--- src/circular_deque_ring_core_macros.svh ---
// Assertion helpers for the deque datapath RTL.
// Each macro expects clk and rst to be visible in the calling module.
`ifndef CIRCULAR_DEQUE_RING_CORE_MACROS_SVH
`define CIRCULAR_DEQUE_RING_CORE_MACROS_SVH

// Condition holds at every edge outside reset.
`define DQ_ASSERT_ALWAYS(lbl, cond, msg) \
  lbl: assert property (@(posedge clk) disable iff (rst) (cond)) else $error(msg);

// Antecedent implies consequent in the same cycle.
`define DQ_ASSERT_SAME(lbl, ante, cons, msg) \
  lbl: assert property (@(posedge clk) disable iff (rst) (ante) |-> (cons)) else $error(msg);

// Antecedent implies consequent in the next cycle.
`define DQ_ASSERT_NEXT(lbl, ante, cons, msg) \
  lbl: assert property (@(posedge clk) disable iff (rst) (ante) |=> (cons)) else $error(msg);

`endif

--- src/cdq_pkg.sv ---
`timescale 1ns / 1ps
`default_nettype none

package cdq_pkg;

  typedef enum logic [2:0] {
    ACT_PUSH_HEAD = 3'd0,
    ACT_PUSH_TAIL = 3'd1,
    ACT_POP_HEAD  = 3'd2,
    ACT_POP_TAIL  = 3'd3,
    ACT_DUMP      = 3'd4
  } action_t;

  typedef enum logic [1:0] {
    ST_OK    = 2'd0,
    ST_EMPTY = 2'd1,
    ST_FULL  = 2'd2
  } status_t;

  typedef enum logic [1:0] {
    S_IDLE,
    S_POP,
    S_DUMP
  } state_t;

  // controller -> datapath
  typedef struct packed {
    logic    wr_head;   // push at head
    logic    wr_tail;   // push at tail
    logic    rd_head;   // pop at head, read issued
    logic    rd_tail;   // pop at tail, read issued
    logic    rd_first;  // dump: read head entry
    logic    rd_next;   // dump: read following entry
    logic    emit_imm;  // result with zero word and given code
    logic    emit_mem;  // result carrying the RAM read word
    logic    mem_last;  // last flag for a RAM result
    status_t code;      // status for an immediate result
  } cmd_t;

  // datapath -> controller
  typedef struct packed {
    logic empty;
    logic full;
    logic more;  // dump has entries left to read
  } stat_t;

endpackage

`default_nettype wire

--- src/cdq_ram.sv ---
`timescale 1ns / 1ps
`default_nettype none

module cdq_ram #(
  parameter int WIDTH = 32,
  parameter int DEPTH = 16
) (
  input  wire logic                     clk,
  input  wire logic                     we,
  input  wire logic [$clog2(DEPTH)-1:0] waddr,
  input  wire logic [WIDTH-1:0]         wdata,
  input  wire logic                     re,
  input  wire logic [$clog2(DEPTH)-1:0] raddr,
  output logic      [WIDTH-1:0]         rdata
);

  logic [WIDTH-1:0] mem [DEPTH];

  always_ff @(posedge clk) begin
    if (we) begin
      mem[waddr] <= wdata;
    end
    if (re) begin
      rdata <= mem[raddr];
    end
  end

endmodule

`default_nettype wire

--- src/cdq_ctrl.sv ---
`timescale 1ns / 1ps
`default_nettype none

module cdq_ctrl
  import cdq_pkg::*;
(
  input  wire logic       clk,
  input  wire logic       rst,
  input  wire logic       start,
  input  wire logic [2:0] action,
  input  wire stat_t      stat,
  output logic            busy,
  output cmd_t            cmd
);

  state_t  state;
  state_t  state_next;
  action_t act;

  assign act = action_t'(action);

  always_ff @(posedge clk) begin
    if (rst) begin
      state <= S_IDLE;
    end else begin
      state <= state_next;
    end
  end

  always_comb begin
    state_next = state;
    cmd        = '0;
    busy       = (state != S_IDLE);
    unique case (state)
      S_IDLE: begin
        if (start) begin
          unique case (act) inside
            ACT_PUSH_HEAD, ACT_PUSH_TAIL: begin
              cmd.emit_imm = 1'b1;
              if (stat.full) begin
                cmd.code = ST_FULL;
              end else begin
                cmd.code    = ST_OK;
                cmd.wr_head = (act == ACT_PUSH_HEAD);
                cmd.wr_tail = (act == ACT_PUSH_TAIL);
              end
            end
            ACT_POP_HEAD, ACT_POP_TAIL: begin
              if (stat.empty) begin
                cmd.emit_imm = 1'b1;
                cmd.code     = ST_EMPTY;
              end else begin
                cmd.rd_head = (act == ACT_POP_HEAD);
                cmd.rd_tail = (act == ACT_POP_TAIL);
                state_next  = S_POP;
              end
            end
            ACT_DUMP: begin
              if (stat.empty) begin
                cmd.emit_imm = 1'b1;
                cmd.code     = ST_EMPTY;
              end else begin
                cmd.rd_first = 1'b1;
                state_next   = S_DUMP;
              end
            end
            default: begin
              // unused codes: no result, no state change
            end
          endcase
        end
      end
      S_POP: begin
        cmd.emit_mem = 1'b1;
        cmd.mem_last = 1'b1;
        state_next   = S_IDLE;
      end
      S_DUMP: begin
        cmd.emit_mem = 1'b1;
        cmd.mem_last = !stat.more;
        if (stat.more) begin
          cmd.rd_next = 1'b1;
        end else begin
          state_next = S_IDLE;
        end
      end
      default: begin
        state_next = S_IDLE;
      end
    endcase
  end

endmodule

`default_nettype wire

--- src/cdq_datapath.sv ---
`timescale 1ns / 1ps
`default_nettype none
`include "circular_deque_ring_core_macros.svh"

module cdq_datapath
  import cdq_pkg::*;
#(
  parameter int DEPTH = 16
) (
  input  wire logic                       clk,
  input  wire logic                       rst,
  input  wire cmd_t                       cmd,
  input  wire logic signed [31:0]         push_value,
  output stat_t                           stat,
  output logic                            strobe,
  output logic signed [31:0]              elem_value,
  output logic [1:0]                      status,
  output logic                            last,
  output logic [$clog2(DEPTH+1)-1:0]      fill_count
);

  localparam int AW = $clog2(DEPTH);
  localparam int CW = $clog2(DEPTH + 1);
  localparam int SW = AW + 1;  // head + offset, below 2*DEPTH

  logic [AW-1:0] head;
  logic [AW-1:0] head_next;
  logic [CW-1:0] count;
  logic [CW-1:0] count_next;
  logic [CW-1:0] idx;          // next dump offset to read

  logic [AW-1:0] head_dec;
  logic [AW-1:0] head_inc;
  logic [SW-1:0] sum_tail;
  logic [SW-1:0] sum_back;
  logic [SW-1:0] sum_idx;
  logic [AW-1:0] pos_tail;     // slot after the back element
  logic [AW-1:0] pos_back;     // back element
  logic [AW-1:0] pos_idx;

  logic          ram_we;
  logic [AW-1:0] ram_waddr;
  logic          ram_re;
  logic [AW-1:0] ram_raddr;
  logic [31:0]   ram_rdata;

  // ring index arithmetic, one compare-and-wrap each
  always_comb begin
    head_dec = (head == '0) ? AW'(DEPTH - 1) : head - 1'b1;
    head_inc = (head == AW'(DEPTH - 1)) ? '0 : head + 1'b1;
    sum_tail = SW'(head) + SW'(count);
    sum_back = SW'(head) + SW'(count) - 1'b1;
    sum_idx  = SW'(head) + SW'(idx);
    pos_tail = (sum_tail >= SW'(DEPTH)) ? AW'(sum_tail - SW'(DEPTH)) : AW'(sum_tail);
    pos_back = (sum_back >= SW'(DEPTH)) ? AW'(sum_back - SW'(DEPTH)) : AW'(sum_back);
    pos_idx  = (sum_idx >= SW'(DEPTH)) ? AW'(sum_idx - SW'(DEPTH)) : AW'(sum_idx);
  end

  always_comb begin
    head_next  = head;
    count_next = count;
    if (cmd.wr_head) begin
      head_next = head_dec;
    end else if (cmd.rd_head) begin
      head_next = head_inc;
    end
    if (cmd.wr_head || cmd.wr_tail) begin
      count_next = count + 1'b1;
    end else if (cmd.rd_head || cmd.rd_tail) begin
      count_next = count - 1'b1;
    end
  end

  assign ram_we    = cmd.wr_head || cmd.wr_tail;
  assign ram_waddr = cmd.wr_head ? head_dec : pos_tail;
  assign ram_re    = cmd.rd_head || cmd.rd_tail || cmd.rd_first || cmd.rd_next;

  always_comb begin
    ram_raddr = head;
    if (cmd.rd_tail) begin
      ram_raddr = pos_back;
    end else if (cmd.rd_next) begin
      ram_raddr = pos_idx;
    end
  end

  assign stat.empty = (count == '0);
  assign stat.full  = (count == CW'(DEPTH));
  assign stat.more  = (idx < count);

  cdq_ram #(
    .WIDTH(32),
    .DEPTH(DEPTH)
  ) u_ram (
    .clk  (clk),
    .we   (ram_we),
    .waddr(ram_waddr),
    .wdata($unsigned(push_value)),
    .re   (ram_re),
    .raddr(ram_raddr),
    .rdata(ram_rdata)
  );

  always_ff @(posedge clk) begin
    if (rst) begin
      head   <= '0;
      count  <= '0;
      idx    <= '0;
      strobe <= 1'b0;
    end else begin
      head   <= head_next;
      count  <= count_next;
      strobe <= cmd.emit_imm || cmd.emit_mem;
      if (cmd.rd_first) begin
        idx <= CW'(1);
      end else if (cmd.rd_next) begin
        idx <= idx + 1'b1;
      end
    end
  end

  // result word
  always_ff @(posedge clk) begin
    fill_count <= count_next;
    if (cmd.emit_mem) begin
      elem_value <= $signed(ram_rdata);
      status     <= ST_OK;
      last       <= cmd.mem_last;
    end else begin
      elem_value <= '0;
      status     <= cmd.code;
      last       <= 1'b1;
    end
  end

  `DQ_ASSERT_ALWAYS(a_count_range, count <= CW'(DEPTH), "element count above depth")
  `DQ_ASSERT_ALWAYS(a_no_rw_clash, !(ram_we && ram_re), "RAM read and write in one cycle")
  `DQ_ASSERT_SAME(a_dump_in_range, cmd.rd_next, idx < count, "dump read past back element")
  `DQ_ASSERT_NEXT(a_push_grows, ram_we, count == $past(count) + 1'b1, "push did not grow count")

endmodule

`default_nettype wire

--- src/circular_deque_ring_core.sv ---
`timescale 1ns / 1ps
`default_nettype none
// Timing: push, full push, empty pop and empty dump give one result in the cycle after accept;
//   a pop gives its result after the registered RAM read and then the registered result word.
// Throughput: pushes 1 word per cycle while busy is low; a pop holds busy until its RAM word is read;
//   a dump holds busy and delivers its N entries back to back, set by the single RAM read port.
// Reset (rst, synchronous): head, count, FSM and strobe cleared; RAM contents not cleared.
// Results are never stalled: each sits on the output ports for exactly one strobe cycle.

module circular_deque_ring_core
  import cdq_pkg::*;
#(
  parameter int DEPTH = 16
) (
  input  wire logic                       clk,
  input  wire logic                       rst,
  // command side: word taken when start is high and busy low
  input  wire logic                       start,
  output logic                            busy,
  input  wire logic [2:0]                 action,
  input  wire logic signed [31:0]         push_value,
  // result side: one word per strobe cycle
  output logic                            strobe,
  output logic signed [31:0]              elem_value,
  output logic [1:0]                      status,
  output logic                            last,
  output logic [$clog2(DEPTH+1)-1:0]      fill_count
);

  cmd_t  cmd;
  stat_t stat;

  // Controller decodes the action and sequences pops and dumps;
  // in idle it also decides full/empty outcomes on the spot.
  cdq_ctrl u_ctrl (
    .clk   (clk),
    .rst   (rst),
    .start (start),
    .action(action),
    .stat  (stat),
    .busy  (busy),
    .cmd   (cmd)
  );

  // Datapath keeps head index and count, owns the ring RAM and the
  // registered result word.
  cdq_datapath #(
    .DEPTH(DEPTH)
  ) u_dp (
    .clk       (clk),
    .rst       (rst),
    .cmd       (cmd),
    .push_value(push_value),
    .stat      (stat),
    .strobe    (strobe),
    .elem_value(elem_value),
    .status    (status),
    .last      (last),
    .fill_count(fill_count)
  );

endmodule

`default_nettype wire
--- config.mk ---
export PLATFORM = sky130hd
export DESIGN_NAME = circular_deque_ring_core
export DESIGN_NICKNAME = d
export VERILOG_FILES = /design/src/cdq_pkg.sv /design/src/cdq_ram.sv /design/src/cdq_ctrl.sv /design/src/cdq_datapath.sv /design/src/circular_deque_ring_core.sv
export VERILOG_INCLUDE_DIRS = /design/src /design/src/src
export SDC_FILE = /design/constraint.sdc
export NUM_CORES = 1
export LEC_CHECK = 0
export BUFFER_PORTS_ARGS = -buffer_cell sky130_fd_sc_hd__buf_2
export CORE_MARGIN = 1.5
export CORE_UTILIZATION = 45
export CTS_BUF_LIST = sky130_fd_sc_hd__clkbuf_4 sky130_fd_sc_hd__clkbuf_8
export CTS_CLUSTER_DIAMETER = 100
export DETAILED_ROUTE_END_ITERATION = 6
export PLACE_DENSITY = 0.65
export REMOVE_ABC_BUFFERS = 1
export SETUP_SLACK_MARGIN = 0.02
export SLEW_MARGIN = 15
export SYNTH_ARGS = -nofsm -noshare
export SYNTH_HDL_FRONTEND = slang
export SYNTH_SLANG_ARGS = --single-unit
--- constraint.sdc ---
create_clock -name clk -period 3.9 [get_ports clk]
set_input_delay 0.78 -clock clk [delete_from_list [all_inputs] [get_ports clk]]
set_output_delay 0.78 -clock clk [all_outputs]
set_load 0.02 [all_outputs]
# Yosys cells after proc, flatten, opt, wreduce, memory -nomap -nowiden
# Memories as Yosys holds them, arrays and structs flattened. A register that Yosys moved wholly into a read port is not among the register bits.
# Index checks and enable logic that the tools add are counted.
[totals]
regBits = 57
latch_bits = 0
ramBits = 512
rom_bits = 0
input_bits = 38
output_inout_bits = 42
word_cells = 100
memories = 1
[mem_list]
columns = ["name", "words", "width", "rd", "rd_ports_with_merged_regs", "write_ports", "line", "text"]
rows = [
  ["u_dp.u_ram.mem", 16, 32, 1, 1, 1, "cdq_ram.sv:17", "logic [WIDTH-1:0] mem [DEPTH];"],
]
[classes]
addsub = 11
n_mul = 0
div_mod_pow = 0
order_cmp = 4
n_eq_ne = 13
n_shift = 0
mux = 40
bitwise_logic = 2
n_reduce_logical = 19
[op_table]
columns = ["operator", "n"]
rows = [
  ["4-bit two-way mux", 10],
  ["5-bit two-way mux", 4],
  ["2-bit two-way mux", 9],
  ["2-bit one-hot mux with 2 select lines", 4],
  ["4-bit by 1-bit subtractor with 4-bit output, second input constant", 4],
  ["5-bit >= comparator, second input constant", 3],
  ["1-bit two-way mux", 12],
  ["4-bit by 5-bit adder with 5-bit output", 2],
  ["5-bit by 1-bit adder with 5-bit output, second input constant", 2],
  ["5-bit by 1-bit subtractor with 5-bit output, second input constant", 2],
  ["3-bit by 2-bit equality test with 1-bit output, second input constant", 2],
  ["3-bit inequality test, second input constant", 2],
  ["2-bit nonzero test", 3],
  ["2-bit OR reduction", 3],
  ["3-bit OR reduction", 2],
  ["5-bit equality test, second input constant", 1],
  ["5-bit logical NOT", 1],
  ["1-bit logical OR", 5],
  ["5-bit < comparator", 1],
  ["5-bit AND reduction", 1],
  ["4-bit by 1-bit adder with 4-bit output, second input constant", 1],
  ["4-bit equality test, second input constant", 1],
  ["4-bit logical NOT", 1],
  ["2-bit inequality test, second input constant", 2],
  ["10 further kinds", 11],
]

# Depth between registers and ports, before layout
# Gate-level depths: netlist of run 1.
[logic_depth]
word_depth = 8
mapped_depth = 14
depth_no_buf = 11

# Modules after synthesis
# Synthesis of run 1 repeated with hierarchy kept, for this count alone.
[hier_totals]
hier_cells = 1112
hier_area_um2 = 22794.4
[modules_own_cells]
columns = ["module", "n_inst", "cells_per_inst", "area_each_um2", "seq_area_each_um2"]
rows = [
  ["cdq_ram", 1, 838, 20155.6, 16335.7],
  ["cdq_datapath", 1, 237, 2356.0, 1101.1],
  ["cdq_ctrl", 1, 37, 282.8, 40.0],
]

# Least setup slack after synthesis of run 1
# OpenSTA, ideal clock, no wires.
[synth_timing]
path_type = "in2reg"
from = "input action[1]"
to = "memory u_dp.u_ram.mem[4][0] (enable)"
setup_time_ns = 0.421
t_arrival_ns = 3.292
t_required_ns = 3.479
path_slack_ns = 0.186
path_stages = 7
n_path_buf = 0
path_cell_list = "nor2_1 > nand4_1 > nor2_1 > o311ai_0 > o21ai_0 > nand2_1 > nor2_1"
[synth_via]
elab_chain_len = 8
elab_cells_between_ends = 11
classes_between = "1 x eq/ne; 7 x mux; 3 x reduce/logical"
[synth_lines]
columns = ["element", "line", "text"]
rows = [
  ["start: declaration", "circular_deque_ring_core.sv:20", "input wire logic [2:0] action,"],
  ["3-bit by 1-bit equality test with 1-bit output or 3-bit logical NOT (tied branches)", "cdq_ctrl.sv:45, cdq_ctrl.sv:44", ""],
  ["2-bit OR reduction or 2-bit two-way mux (tied branches)", "cdq_ctrl.sv:37, cdq_ctrl.sv:40", ""],
  ["2-bit two-way mux *", "cdq_ctrl.sv:37", "unique case (act) inside"],
  ["5-bit two-way mux *", "cdq_ctrl.sv:36", "if (start) begin"],
  ["5-bit two-way mux *", "cdq_ctrl.sv:34", "unique case (state)"],
  ["1-bit logical OR", "cdq_datapath.sv:74", "assign ram_we = cmd.wr_head || cmd.wr_tail;"],
  ["1-bit two-way mux", "cdq_ram.sv:20", "if (we) begin"],
  ["1-bit two-way mux (implied by the code)", "cdq_ram.sv:21", "mem[waddr] <= wdata;"],
  ["end: declaration", "cdq_ram.sv:17", ""],
]
# Mark *: on every way between the ends. The rest lies on a longest branch, timed or not.

# Worst setup path after layout of run 1
[layout_timing]
from = "register u_dp.count[1]"
to = "register u_dp.u_ram.rdata[28], read port of u_dp.u_ram.mem, data pin"
[layout_via]
elab_chain_len = 8
elab_cells_between_ends = 20
classes_between = "3 x add/sub; 2 x order compare; 11 x mux; 4 x reduce/logical"
[layout_lines]
columns = ["element", "line", "text"]
rows = [
  ["start: declaration", "cdq_datapath.sv:28", "logic [CW-1:0] count;"],
  ["start signal: assignment", "cdq_datapath.sv:112", "count <= count_next;"],
  ["parallel branches: the longest is 8 deep, another holds 4-bit by 5-bit adder with 5-bit output", "-", ""],
  ["end: declaration", "cdq_ram.sv:14", "output logic [WIDTH-1:0] rdata"],
]
# Parallel ways; which one is timed is not known.
# A chain may end at the register's enable or synchronous reset.

==> results of run 1 <==
[registers in the layout (all words and copies together), names as in the netlist]
signal            cells
u_dp.u_ram.mem      512
u_dp.elem_value      32
u_dp.u_ram.rdata     32
u_dp.count            5
u_dp.fill_count       5
u_dp.idx              5
u_dp.head             4
u_ctrl.state          2
u_dp.status           2
u_dp.last             1
u_dp.strobe           1
[final cells by class]
type                    count  area, um^2
clock inverters            38         333
fillers                  4160       23900
repair buffers            159        1330
multi-input cells         836        5960
clock buffers             145        1760
inverters                  16        60.1
well taps                 680         851
diodes                      2        5.00
flip-flops and latches    601       17500
[stage by stage]
step                      total power [W]  hold WS (ps)  area (um^2)  worst slack [ps]
after global routing               0.0150           436        27800             -23.7
after global placement            0.00883           435        25600               174
after floorplan                   0.00843           426        23300             -4930
after detailed placement          0.00886           434        25600              54.0
after CTS                          0.0146           397        27700               135
final                              0.0144           446        27800               204
[routing by layer]
metal	wire, um	track usage
met4	1510	0.0794
met1	24200	0.283
met2	26300	0.336
met5	38	0
met3	4310	0.0413
[final timing paths]
check                          to  cells past startpoint  slack [ps]                  from
max reg2reg  u_dp.u_ram.rdata[28]                     11         200         u_dp.count[1]
min reg2reg   u_dp.elem_value[25]                      1         450  u_dp.u_ram.rdata[25]
max          u_dp.u_ram.rdata[28]                     11         200         u_dp.count[1]
min           u_dp.elem_value[25]                      1         450  u_dp.u_ram.rdata[25]
[kinds of logic (layout without fill, tap and decap cells)]
family / after synthesis / in the layout
AOI/OAI and AO/OA: 244 / 245
xor gates and xnor gates: 14 / 14
adders and majority gates: 23 / 23
buffers and inverters: 104 / 358
DFF: 601 / 601
muxes: 188 / 188
other: 0 / 2
and+or+nand+nor: 366 / 366
[worst max-delay path: cells and delay by family (launching register included)]
| kind | cells | cell delay (ps) |
|---|---|---|
| and+or+nand+nor | 5 | 1560 |
| AOI/OAI and AO/OA | 3 | 860 |
| buffers and inverters | 2 | 450 |
| DFF | 1 | 360 |
| adders and majority gates | 1 | 210 |
[repair_timing]
| action | CTS | global route |
|---|---|---|
| resized for setup | 0 | 7 |
| buffers inserted | 0 | 4 |
| setup endpoints to repair | 0 | 27 |
[power by group through the flow]
stage	Sequential (W)	Clock [W]	Combinational (W)
final	0.00723	0.00571	0.00151
after global routing	0.00724	0.00612	0.00163
after CTS	0.00723	0.00584	0.00150
after detailed placement	0.00736	0	0.00150
after global placement	0.00736	0	0.00147
after floorplan	0.00745	0	0.000981
[layout by cell type (no fill, tap or decap), types with 5 or more instances in the layout]
cell	n
a21oi_1	81
a221o_1	31
a32oi_1	62
and2_1	34
buf_12	27
buf_2	79
buf_4	53
bufinv_16	5
clkbuf_4	38
clkbuf_8	107
clkinv_1	15
clkinv_2	10
dfxtp_1	57
edfxtp_1	544
ha_1	21
inv_1	16
mux2_2	62
mux2i_1	126
nand2_1	235
nand3_1	11
nand4_1	5
nor2_1	19
nor2_4	18
nor2b_1	7
nor3_1	6
o21ai_0	11
o22ai_1	31
xnor2_1	8
xor2_1	5
==> metrics, run 1 <==
CTS tree yes; layout cells sized above 1 0.236; period utilisation layout 0.948; yosys synthesis warning count 0; worst rel slew slack 0.465; Initial Util 0.459; drt wl/cell 22.7 um; vias 13796; Leakage 10.4 nW; Seq/Total Area, Yosys 0.737; mux contribution to synthesized area 0.0826; unrepaired setup endpoints after global routing true; DR iter-0 viols 1342; Max stage delay on crit path 580 ps; DRT Wirelength 56300 um; Synth Area in XOR/XNOR 0.00517; Overall Global Routing Usage 0.210; simple-gate portion of the synthesized area 0.0680; main combinational cell family by area after synthesis multiplexers; Ports 80; FP Rows 83; Synth Instances 1540; Worst-Margin Slew 803 ps; DRC 0; Fmax 271 MHz; ys async rst share 0; Post-Route Utilization 0.537; CP Class flip-flop to flip-flop; post-synthesis compound-gate area fraction 0.0738; TritonCTS buffer count 98; HPWL Detailed 31400 um; total gr overflow 0; placer congestion estimate 0.818; Non-Filler Instances 2477; clock sink total 601; power per standard cell area 520 nW/um^2; Cells after DPL 2287; Worst EP required 4320 ps; top area cells in the synthesized netlist edfxtp_1 69%, mux2i_1 5.3%, dfxtp_1 4.8%; Max rail drop VDD 0.292 mV; Synth top area share 0.689; Netlist cell types 60; Max Cap Violations 0; Die Width 233 um; DRT antenna net count 0; clock transition at the registers of the reported paths 60 ps; Hold-fix buffers, CTS 0; pins over their slew limit 0; largest net degree at the start of global routing 71; critical path's slowest cell or4b_1; Sequential Power Share 0.500; Synth Area in Adders 0.0128; Core Area 51700 um^2; Area growth syn-to-layout 17.1%; Switching Share 0.239; mapped cell area 23700 um^2; first-pass GRT wire length 83600 um; worst path cell trace inv_1, ha_1, or4b_1, nand3_4, nor4_1, a2111oi_2, and3_1, or2_2, buf_4, o22ai_1, a221o_1; antenna violations before repair 4; status completed; register bit count reported by yosys 601; area of the die 54100 um^2; Post-synth EDFFs 544; Logic pwr share 0.104; drt pass-1 iters 5; synth cell count leaders 544 x edfxtp_1, 236 x nand2_1, 126 x mux2i_1, 81 x a21oi_1; post-synth top area cell edfxtp_1; htree depth 3; top-count cell post-synth edfxtp_1; Final nets 1773; Arr. time, crit path 4110 ps; Clock Root Buffer clkbuf_8; Synth Flop Type edfxtp_1; Worst Setup Start Kind flip-flop; minimum clock period 3700 ps; net switching power 0.00345 W; Setup TNS Final 0 ps; Max Fanout on Critical Path 10; worst skew pair latency 690 ps; IO Port Bufs 79; clock network power share 0.395; die height 233 um; vias per cell 5.57; vias in the first global route 13820; Avg Inst Size Synth 15.4 um^2; Worst Hold Class flip-flop to flip-flop; CP Capture Type flip-flop; final-report hold violation count 0; final setup skew 16.5 ps; Max Buffers Root-to-Sink 3; Internal 0.0110 W; setup violators final 0
No activity file was read; power rests on OpenSTA's default activity.
==> run 2: changes to the inputs <==
- BUFFER_PORTS_ARGS: -buffer_cell sky130_fd_sc_hd__buf_2 -> -buffer_cell sky130_fd_sc_hd__buf_4
- CORE_MARGIN: 1.5 -> not set
==> run 2 against run 1 <==
Net effect: final area down 0.32%; first-iteration DRC count is 15% lower; clock power down 2%; worst hold slack lost 60 ps; power down 0.93%; flip-flop and latch count stayed put; routed wire length down 3.9%; non-clock buffer count fell by 21; clock skew grew 18 ps; die area fell by 0.86%; utilization shrank 0.17 points; maximum frequency up 0.18%.
==> metrics, run 2 (synthesis gave the netlist of run 1 again) <==
Worst-Margin Slew 741 ps (-62.0 ps); layout cells sized above 1 0.222 (-0.0141); biggest regs u_dp.u_ram.mem x512, u_dp.elem_value x32, u_dp.u_ram.rdata x32; vias in the first global route 13302 (-3.7%); vias per cell 5.54 (-0.55%); commonest non-fill, non-tap cell in the layout edfxtp_1; net switching power 0.00337 W (-2.1%); Clock Root Buffer clkbuf_8; Final Total Pwr 0.0143 W (-0.93%); Worst Hold Class primary input to flip-flop; Post-Route Utilization 0.535 (-0.00169); Critical Path Start u_dp.count[0]; worst skew pair latency 690 ps (about the same); Non-Filler Instances 2451 (-1.0%); Die Width 232 um (-0.43%); fillcell total 4207 (+1.1%); Ports 80 (unchanged); DR iter-0 viols 1145 (-15%); TritonCTS buffer count 97 (-1.0%); total gr overflow 0 (unchanged); worst rel slew slack 0.506 (+0.0413); antenna violations before repair 5 (+1); period utilisation layout 0.946 (-0.00173); vias 13576 (-1.6%); htree depth 3 (unchanged); Max Buffers Root-to-Sink 3 (unchanged); HPWL Detailed 29000 um (-7.7%); FP Rows 83 (unchanged); unrepaired setup endpoints after global routing false; Max Fanout on Critical Path 17 (+7); most frequent cells in the layout 544 x edfxtp_1, 235 x nand2_1, 126 x mux2i_1; worst setup margin 210 ps (+6.76 ps); Leakage 10.3 nW (-1.0%); Final nets 1750 (-1.3%); Arr. time, crit path 4210 ps (+100 ps); DRC 0 (unchanged); final setup skew 34.5 ps (+18.0 ps); worst r2r src u_dp.count[0]; Most flops, register u_dp.u_ram.mem; Overall Global Routing Usage 0.204 (-0.00626); setup violators final 0 (unchanged); Area growth syn-to-layout 16.7%; drt pass-1 iters 5 (unchanged); clock sink total 601 (unchanged); Worst EP required 4430 ps (+110 ps); drt wl/cell 22.1 um (-2.9%); HP Start push_value[21]; Post-CTS Setup Repair Bufs 0 (unchanged); DRT Wirelength 54200 um (-3.9%); clock network power share 0.390 (-0.005); minimum clock period 3690 ps (-6.76 ps); status completed; CP Class flip-flop to flip-flop; power per standard cell area 517 nW/um^2 (-0.61%); Max rail drop VDD 0.258 mV (-12%); DRT antenna net count 0 (unchanged); largest net degree at the start of global routing 67 (-5.6%); IO Port Bufs 79 (unchanged); Worst Setup Start Kind flip-flop; first-pass GRT wire length 80800 um (-3.3%); Post-Place Worst Slack 246 ps (+192 ps); Sequential Power Share 0.506 (+0.006); Hold-fix buffers, CTS 0 (unchanged); post_cts resized 0 (unchanged); Cells after DPL 2270 (-0.74%); CP Capture Type flip-flop; max reg flops 512 (unchanged); placer congestion estimate 0.815 (-0.44%); Switching Share 0.236 (-0.00286); pins over their slew limit 0 (unchanged); clock transition at the registers of the reported paths 60 ps (about the same); CTS tree yes; Logic pwr share 0.105 (about the same); Core Area 51700 um^2 (unchanged); Initial Util 0.459 (unchanged); Internal 0.0109 W (-0.56%); area of the die 53600 um^2 (-0.86%); Max Cap Violations 0 (unchanged); die height 232 um (-0.43%); Fmax 271 MHz (+0.18%); Setup TNS Final 0 ps (unchanged); final-report hold violation count 0 (unchanged)
==> run 2: cell count changes in the layout (fill, tap and decap cells not counted), sizes merged <==
cell / before / now
clkbuf: 145 / 148
a31o: 2 / 1
buf: 159 / 138
clkinvlp: 3 / 1
inv: 21 / 18
bufinv: 5 / 4
clkinv: 25 / 24
==> run 2: path summary, 6_finish.rpt <==
path                                               end  slack [ps]  cells past startpoint
worst max-delay path              u_dp.u_ram.rdata[28]         210                     11
worst min register to register     u_dp.elem_value[28]         430                      1
worst min-delay path            u_dp.u_ram.mem[11][21]         390                      1
worst max register to register    u_dp.u_ram.rdata[28]         210                     11
==> run 2: power by group through the flow <==
stage                     Clock, W  Combinational [W]  Sequential [W]
after floorplan                  0           0.000981         0.00745
after global placement           0            0.00148         0.00737
after detailed placement         0            0.00151         0.00737
after CTS                  0.00569            0.00151         0.00724
after global routing       0.00596            0.00163         0.00724
final                      0.00558            0.00150         0.00724
==> run 2: critical path, cell delays in order, from the launching register on <==
cell and delay (ps):
dfxtp_1 440, ha_1 210, inv_1 50, fa_1 610, nor2b_1 290, nand2_1 120
o2111a_1 190, a2111oi_2 360, and3_1 220, and2_2 600, buf_4 300, a221o_1 160
==> run 2: cell type report <==
class,count,area [um^2],area share
clock buffers,148,1760,0.0634
diodes,2,5.00,0.000181
repair buffers,138,1350,0.0487
inverters,16,60.1,0.00217
well taps,680,851,0.0307
flip-flops and latches,601,17500,0.631
clock inverters,31,277,0.00999
multi-input cells,835,5920,0.214
==> run 2: per-stage QoR <==
step | instance area, um^2 | hold slack [ps]
floorplan | 23300 | 426
global placement | 25700 | 431
detailed placement | 25700 | 438
CTS | 27700 | 330
global route | 27700 | 350
finish | 27700 | 385
==> run 2: routing by layer <==
metal / global-route usage / part of all wire / vias to the layer above
li1: - / - / 6234
met1: 0.274 / 0.44 / 6793
met2: 0.326 / 0.47 / 443
met3: 0.0455 / 0.064 / 102
met4: 0.0685 / 0.022 / 4
met5: 0 / 0.00057 / -
